`config.mk`:
```
export PLATFORM = sky130hd
export DESIGN_NAME = ils_cell
export DESIGN_NICKNAME = d
export VERILOG_FILES = /design/src/hdl/ils_pkg.sv /design/src/hdl/ils_cell.sv
export SDC_FILE = /design/constraint.sdc
export NUM_CORES = 1
export LEC_CHECK = 0
export BUFFER_PORTS_ARGS = -buffer_cell sky130_fd_sc_hd__buf_2
export CAP_MARGIN = 20
export CORE_ASPECT_RATIO = 1.4
export CORE_MARGIN = 1
export CORE_UTILIZATION = 29
export CTS_CLUSTER_SIZE = 24
export DETAILED_ROUTE_END_ITERATION = 8
export GPL_ROUTABILITY_DRIVEN = 0
export MAX_ROUTING_LAYER = met4
export PLACE_DENSITY = 0.58
export SKIP_LAST_GASP = 1
export SYNTH_ARGS = -nofsm -noshare
export SYNTH_HDL_FRONTEND = slang
export SYNTH_SLANG_ARGS = --single-unit
export TNS_END_PERCENT = 10
```
`constraint.sdc`:
```
create_clock -name clk -period 6.6 [get_ports clk]
set_input_delay 0.33 -clock clk [delete_from_list [all_inputs] [get_ports clk]]
set_output_delay 0.33 -clock clk [all_outputs]
set_load 0.02 [all_outputs]
```
`src/hdl/ils_pkg.sv`:
```
`timescale 1ns / 1ps

package ils_pkg;

	// list geometry
	localparam int CAPACITY = 64;
	localparam int IDX_W    = $clog2(CAPACITY);
	localparam int CNT_W    = $clog2(CAPACITY + 1);
	localparam int DATA_W   = 32;
	localparam int OP_W     = 3;
	localparam int POS_W    = 7;
	localparam int ST_W     = 2;

	// operation codes
	localparam logic [OP_W-1:0] OP_APPEND       = 3'd0;
	localparam logic [OP_W-1:0] OP_PREPEND      = 3'd1;
	localparam logic [OP_W-1:0] OP_INSERT       = 3'd2;
	localparam logic [OP_W-1:0] OP_REMOVE_LAST  = 3'd3;
	localparam logic [OP_W-1:0] OP_REMOVE_FIRST = 3'd4;
	localparam logic [OP_W-1:0] OP_REMOVE_AT    = 3'd5;
	localparam logic [OP_W-1:0] OP_GET          = 3'd6;
	localparam logic [OP_W-1:0] OP_SIZE         = 3'd7;

	// status codes
	localparam logic [ST_W-1:0] ST_DONE    = 2'd0;
	localparam logic [ST_W-1:0] ST_IGNORED = 2'd1;
	localparam logic [ST_W-1:0] ST_FULL    = 2'd2;

	localparam logic signed [DATA_W-1:0] GET_FAIL_VALUE = 32'sh8000_0000;

	// request item
	typedef struct packed {
		logic [OP_W-1:0]          operation;
		logic [POS_W-1:0]         position;
		logic signed [DATA_W-1:0] value_in;
	} ils_req_t;

	// response item
	typedef struct packed {
		logic signed [DATA_W-1:0] value_out;
		logic [CNT_W-1:0]         element_count;
		logic [ST_W-1:0]          status;
	} ils_rsp_t;

	// shift command broadcast to every cell
	typedef struct packed {
		logic                     ins;
		logic                     rem;
		logic [CNT_W-1:0]         at;
		logic signed [DATA_W-1:0] v;
	} ils_shift_t;

endpackage

```
`src/hdl/ils_cell.sv`:
```
`timescale 1ns / 1ps

module ils_cell import ils_pkg::*; (
	input  logic                     clk,
	input  logic [CNT_W-1:0]         idx,
	input  ils_shift_t               sh,
	input  logic signed [DATA_W-1:0] below,
	input  logic signed [DATA_W-1:0] above,
	output logic signed [DATA_W-1:0] data
);

	logic signed [DATA_W-1:0] data_q;

	// open a gap at or close a gap over this cell
	always_ff @(posedge clk) begin
		if (sh.ins) begin
			if (idx > sh.at) begin
				data_q <= below;
			end else if (idx == sh.at) begin
				data_q <= sh.v;
			end
		end else if (sh.rem && idx >= sh.at) begin
			data_q <= above;
		end
	end

	assign data = data_q;

endmodule

```
Word-level counts from Yosys, hierarchy flattened
Cells that the tools add are included.
{"block": "word_totals", "inputBits": 113, "word_cells": 12, "ff_bits": 32, "output_inout_bits": 32}
{"block": "classes", "n_reduce_logical": 3, "magnitude_cmp": 2, "n_eq_ne": 2, "mux": 4}
{"op": "$mux 32", "count": 4}
{"op": "$eq 7x7->1", "count": 1}
{"op": "$ge 7x7->1", "count": 1}
{"op": "$gt 7x7->1", "count": 1}
{"op": "$ne 3x1->1 const B", "count": 1}
{"op": "$reduce_and 2->1", "count": 1}
{"op": "$reduce_bool 2->1", "count": 1}
{"op": "$logic_and 1x1->1", "count": 1}

Longest topological paths before layout
Gate-level depths: netlist (run 1).
{"block": "logic_depth", "ltp_word": 4, "mapped_depth": 8, "ltp_nobuf": 6}

Least setup slack after synthesis (run 1)
OpenSTA, ideal clock, no wires.
{"block": "synth_path", "path_kind": "input -> register", "from": "input sh[34] (netlist bit)", "to": "register data_q[0], in the netlist data[0] (enable)", "setup_slack_ns": 4.022, "n_path_buf": 2, "setup_time_ns": 0.391, "t_required_ns": 6.209, "t_arrival_ns": 2.187, "stages": 8, "path_cell_list": "inv_1 -> ha_1 -> a21o_1 -> clkbuf_1 -> clkbuf_1 -> nor3_1 -> nor2_1 -> o22a_1"}
{"block": "synth_via", "elab_chain_cells": 4, "elab_cells_between_ends": 7, "cone_classes": "order compare: 2; eq/ne: 2; reduce/logical: 3"}
{"element": "start: declaration", "line_no": "ils_cell.sv:6", "rtl": "input ils_shift_t sh,"}
{"element": "$ge 7x7->1", "line_no": "ils_cell.sv:22", "rtl": "end else if (sh.rem && idx >= sh.at) begin"}
{"element": "$logic_and 1x1->1", "line_no": "ils_cell.sv:22"}
{"element": "$reduce_bool 2->1 (no source line)"}
{"element": "$reduce_and 2->1 (no source line) (*)"}
{"element": "end signal: assignment", "line_no": "ils_cell.sv:18", "rtl": "data_q <= below;"}
{"element": "end signal: assignment", "line_no": "ils_cell.sv:20", "rtl": "data_q <= sh.v;"}
{"element": "end signal: assignment", "line_no": "ils_cell.sv:23", "rtl": "data_q <= above;"}
{"element": "end: declaration", "line_no": "ils_cell.sv:12", "rtl": "logic signed [DATA_W-1:0] data_q;"}
Every way passes the cells marked *; elsewhere a longest branch is shown, timed or not.
A chain may end at the register's enable or synchronous reset.

Final worst setup path (run 1)
{"block": "layout_path", "from": "input sh[38] (netlist bit)", "to": "register data_q[11], in the netlist data[11] (enable)"}
The elaborated chain is that of the path after synthesis.

==> results.ini, run 1 <==
[layout]
largest_register_ffs=32
synthToLayoutAreaGrowth_pct=34.4
final_layout_size_suffix_gt1_share_pct=36.2
final_core_utilization_pct=39.9
num_antenna_cells=0
final_nets=565

[cts]
cts_buffers=5
cts-root-buf=clkbuf_16
clk_pin_slew_ps=60
clockBufferDepth=2
cts_resized=0
post_cts.repair.setup_buffers=0
cts_tree=built
h-tree-depth=2
ctsHoldBuffers=0
clock_sinks=32

[route]
drc_errors=0
drtIter0Drc=210
vias_per_cell=5.43
num_vias=3016
avgRoutedWirePerCell_um=16.8
antenna_left=0
wirelength_um=9300
dr.pass1.iters=5

[floorplan]
ios=145
die_w_um=85.2
fp-row-count=42
core_um2=9460
die_area_um2=10100
initial_core_util_pct=29.7
die_h_um=118

[sta]
relSlewSlack_pct=28.2
period_needed_ps=2470
tns_ps=0
setup_viol=0
worst_pin_slew_ps=1080
max_freq_mhz=405
finalHoldViolCount=0
rsz0062_at_grt=false
drv_slew=0
post-route-period-util_pct=37.4
setup_slack_ps=4130

[setup_path]
critPathKind=input port to register
start_kind=input port
crit_arrival_ps=2370
crit_start=sh[38]
cp-endpoint=data[11]$_DFFE_PP_
worstPathMaxFanout=33
critPathCaptureType=register
cp.required_ps=6500

[yosys]
synth_seq_area_share_pct=34.2
yosys_warnings=0
synthesis.area_um2=2810
synth_nets=439
avgSynthCellArea_um2=8.81
synthCells=319
synth_seq_cells=32
synth.distinct_cells=25

[global_route]
use_met2_pct=32.7
grt_pass1_wl_um=14500
antenna_found_initial=0
use_met1_pct=20.7
grt_use_total_pct=18.6
busiest_layer=met2
overflow=0
grt_max_degree=66
grt_pass1_vias=3019
met3_usage_pct=2.58

[pwr]
ir_worst_vdd_v=0.000105
power_density_nw_per_um2=204
power.total_uw=769
p_leak_uw=0.00158

[run]
drv_cap=0

[place]
dp.final_hpwl_um=6190
portBuffers=144
dpl_worst_slack_ps=3300

[hold_path]
hold_class=input port to register

[outcome]
status=complete, no violations

-- cell type report --
type,count,area [um2]
clock buffer,6,129
clock inverter,1,5.00
fill,983,5680
inverter,7,26.3
multi-input combinational,247,1690
sequential,32,961
tap,110,138
timing repair buffer,152,831
-- placed cells by master (no fill, tap or decap), drive strengths merged --
cell type  synthesis  final
nand3              1      1
clkinv             0      1
o21ai             33     33
nand2             33     33
and3               1      1
mux2i             32     32
nor3               1      1
and4               1      1
a21boi            32     32
inv                7      7
a21o               1      1
ha                 7      7
nor3b             32     32
and3b              1      1
a21oi              2      2
buf                6    152
a41oi             32     32
o22a               1      1
edfxtp            32     32
clkbuf            27      6
nor2              34     34
nand4              1      1
o211a              2      2
-- power by group --
part / internal [uW] / leakage, uW / switching [uW]
registers: 266 / 0.000310 / 8.18
clock network: 137 / 0.0000667 / 87.3
logic: 107 / 0.00120 / 163
total: 511 / 0.00158 / 259
-- worst min-delay path by stage --
stage	start	to	slack [ps]	depth (start not counted)
after floorplan	above[10]	data[10]$_DFFE_PP_	610	2
after global placement	above[24]	data[24]$_DFFE_PP_	700	3
after detailed placement	above[14]	data[14]$_DFFE_PP_	710	3
after CTS	above[14]	data[14]$_DFFE_PP_	420	3
after global routing	above[14]	data[14]$_DFFE_PP_	430	3
final	above[30]	data[30]$_DFFE_PP_	420	3
-- stage by stage --
step	cells	instance area, um2	hold WS, ps
global placement	543	3550	704
CTS	552	3730	422
floorplan	319	2810	605
finish	555	3780	424
detailed placement	545	3600	706
global route	555	3780	434
-- critical path, stage by stage --
cell and delay, ps:
buf_2 70, inv_1 30, ha_1 310, nand2_1 120, o21ai_4 140, buf_4 500, o22a_2 850
-- cells by family after synthesis --
group	Yosys count	synth area share, %
AO/OA/AOI/OAI	103	26.4
multiplexers	32	11.4
buffers and inverters	40	5.92
flip-flops	32	34.2
adder cells (fa/ha/maj)	7	3.12
AND/OR/NAND/NOR	105	18.9
-- cell usage after synthesis (all sizes together) --
cell type | number | area share, %
and4 | 1 | 0.31
clkbuf | 27 | 3.7
nor2 | 34 | 4.5
and3b | 1 | 0.31
mux2i | 32 | 11
edfxtp | 32 | 34
and3 | 1 | 0.22
nand2 | 33 | 4.4
ha | 7 | 3.1
a41oi | 32 | 10
a21o | 1 | 0.27
inv | 7 | 0.94
a21oi | 2 | 0.36
o211a | 2 | 0.71
nor3b | 32 | 8.5
buf | 6 | 1.2
o22a | 1 | 0.31
nand3 | 1 | 0.18
nand4 | 1 | 0.22
a21boi | 32 | 8.5
nor3 | 1 | 0.18
o21ai | 33 | 6.3
-- per-layer routing --
layer	part of all wire, %	wire [um]
met5	0	0
met4	2.2	204
met3	6.4	594
met2	51	4700
met1	41	3800
No activity file was read; power rests on OpenSTA's default activity.
==> run 2, diff against run 1 <==
--- a/config.mk
+++ b/config.mk
@@ -14,7 +14,7 @@
 export DETAILED_ROUTE_END_ITERATION = 8
 export GPL_ROUTABILITY_DRIVEN = 0
 export MAX_ROUTING_LAYER = met4
-export PLACE_DENSITY = 0.58
+export PLACE_DENSITY = 0.6
 export SKIP_LAST_GASP = 1
 export SYNTH_ARGS = -nofsm -noshare
 export SYNTH_HDL_FRONTEND = slang
==> constraint.sdc (replaced) <==
create_clock -name clk -period 2.2 [get_ports clk]
set_input_delay 0.11 -clock clk [delete_from_list [all_inputs] [get_ports clk]]
set_output_delay 0.11 -clock clk [all_outputs]
set_load 0.02 [all_outputs]
==> results.ini, run 2 (synthesized netlist as in run 1, its figures left out) <==
[sta]
max_freq_mhz=564
drv_slew=0  ; unchanged
rsz0062_at_grt=false
setup_slack_ps=428  ; -3700 ps
finalHoldViolCount=0  ; unchanged
setup_viol=0  ; unchanged
period_needed_ps=1770
tns_ps=0  ; unchanged
worst_pin_slew_ps=821  ; -257 ps
post-route-period-util_pct=80.6
fin_hold_ws_ps=208  ; -217 ps
relSlewSlack_pct=45.3  ; +17 points

[setup_path]
critPathKind=input port to register
crit_start=sh[38]
critPathCaptureType=register
cp-endpoint=data[9]$_DFFE_PP_
crit_arrival_ps=1750  ; -620 ps
cp.required_ps=2170  ; -4330 ps
start_kind=input port
worstPathMaxFanout=32  ; -3.0%

[global_route]
grt_pass1_wl_um=15000  ; +3.2%
grt_use_total_pct=19.3  ; +0.74 points
grt_pass1_vias=3100  ; +2.7%
grt_max_degree=65  ; -1.5%
overflow=0  ; unchanged
antenna_found_initial=0  ; unchanged

[floorplan]
die_h_um=118  ; unchanged
die_w_um=85.2  ; unchanged
core_um2=9460  ; unchanged
initial_core_util_pct=29.7  ; unchanged
ios=145  ; unchanged
fp-row-count=42  ; unchanged
die_area_um2=10100  ; unchanged

[cts]
cts-root-buf=clkbuf_16
post_cts.repair.setup_buffers=0  ; unchanged
cts_buffers=5  ; unchanged
ctsHoldBuffers=0  ; unchanged
cts_tree=built
cts_resized=0  ; unchanged
clk_pin_slew_ps=60  ; about the same
clock_sinks=32  ; unchanged
h-tree-depth=2  ; unchanged
clockBufferDepth=2  ; unchanged

[route]
wirelength_um=9550  ; +2.7%
antenna_left=0  ; unchanged
dr.pass1.iters=4  ; -1
avgRoutedWirePerCell_um=17.0  ; +1.5%
drc_errors=0  ; unchanged
drtIter0Drc=225  ; +7.1%
num_vias=3091  ; +2.5%
vias_per_cell=5.50  ; +1.2%

[pwr]
p_leak_uw=0.00161  ; +1.9%
power_density_nw_per_um2=640  ; +210%
combPwrFrac_pct=33.4  ; -1.7 points
swShare_pct=32.1  ; -1.5 points
power.internal_uw=1650  ; +220%
power.switching_uw=780  ; +200%
ir_worst_vdd_v=0.000416  ; +300%
power.total_uw=2430  ; +220%
p_clk_share_pct=32.8  ; +3.6 points
power_frac_seq_pct=33.8  ; -1.9 points

[layout]
fillers=975  ; -0.81%
num_antenna_cells=0  ; unchanged
final_cell_area_um2=3800  ; +0.66%
synthToLayoutAreaGrowth_pct=35.3
final_cell_mix=buf_2 (144), nand2_1 (33), nor2_1 (33)
largest_register_ffs=32  ; unchanged
final_common_cell=buf_2
multi_input_area_um2=1690  ; unchanged
final_layout_size_suffix_gt1_share_pct=37.2  ; +0.99 points
final_nets=571  ; +1.1%
seqCellArea_um2=961  ; unchanged

[hold_path]
hold_class=input port to register

[run]
drv_cap=0  ; unchanged

[place]
dp.final_hpwl_um=6700  ; +8.2%
dpl_worst_slack_ps=129  ; -3170 ps
portBuffers=144  ; unchanged
place_area_um2=3640  ; +1.1%

[outcome]
status=complete, no violations

run 2: changes by cell type in the layout (fill, tap and decap cells not counted):
cell       previous run  this run
buf_4                 3        14
buf_8                 4         0
buf_16                1         0
bufinv_16             0         1
run 2: routing by layer:
layer,GRT usage [%],wire [um]
met5,-,0
met2,34.2,4990
met3,2.86,520
met1,21.9,3940
met4,6.57,108
run 2: layout make-up:
| class | count | share of cell area (%) |
|---|---|---|
| Sequential cell | 32 | 25.3 |
| Tap cell | 110 | 3.62 |
| Clock buffer | 6 | 3.39 |
| Inverter | 7 | 0.691 |
| Clock inverter | 2 | 0.922 |
| Timing Repair Buffer | 158 | 21.7 |
| Multi-Input combinational cell | 247 | 44.4 |
run 2: power groups by stage:
| stage | logic [uW] | clock network, uW | registers [uW] |
|---|---|---|---|
| finish | 812 | 798 | 823 |
| global route | 883 | 836 | 832 |
| CTS | 819 | 809 | 825 |
| detailed placement | 816 | 0 | 837 |
| global placement | 803 | 0 | 838 |
| floorplan | 375 | 0 | 965 |
run 2: worst min path at each step:
stage                         start            endpoint  slack [ps]  cells past startpoint
final                     above[22]  data[22]$_DFFE_PP_         210                      3
after global routing      above[14]  data[14]$_DFFE_PP_         210                      3
after CTS                 above[22]  data[22]$_DFFE_PP_         210                      3
after detailed placement  above[11]  data[11]$_DFFE_PP_         490                      3
after global placement    above[30]  data[30]$_DFFE_PP_         480                      3
after floorplan           above[10]  data[10]$_DFFE_PP_         390                      2
run 2: metrics by stage:
step	cells	util, %
2_1_floorplan	319	-
3_3_place_gp	554	38.5
3_5_place_dp	554	38.5
4_1_cts	562	40.2
5_1_grt	562	40.2
6_report	562	40.2
run 2: critical path: stages:
cell and delay, ps:
buf_2 80, inv_1 30, ha_1 320, nand2_1 120, o21ai_4 160, buf_4 500
mux2i_1 280, a41oi_1 130
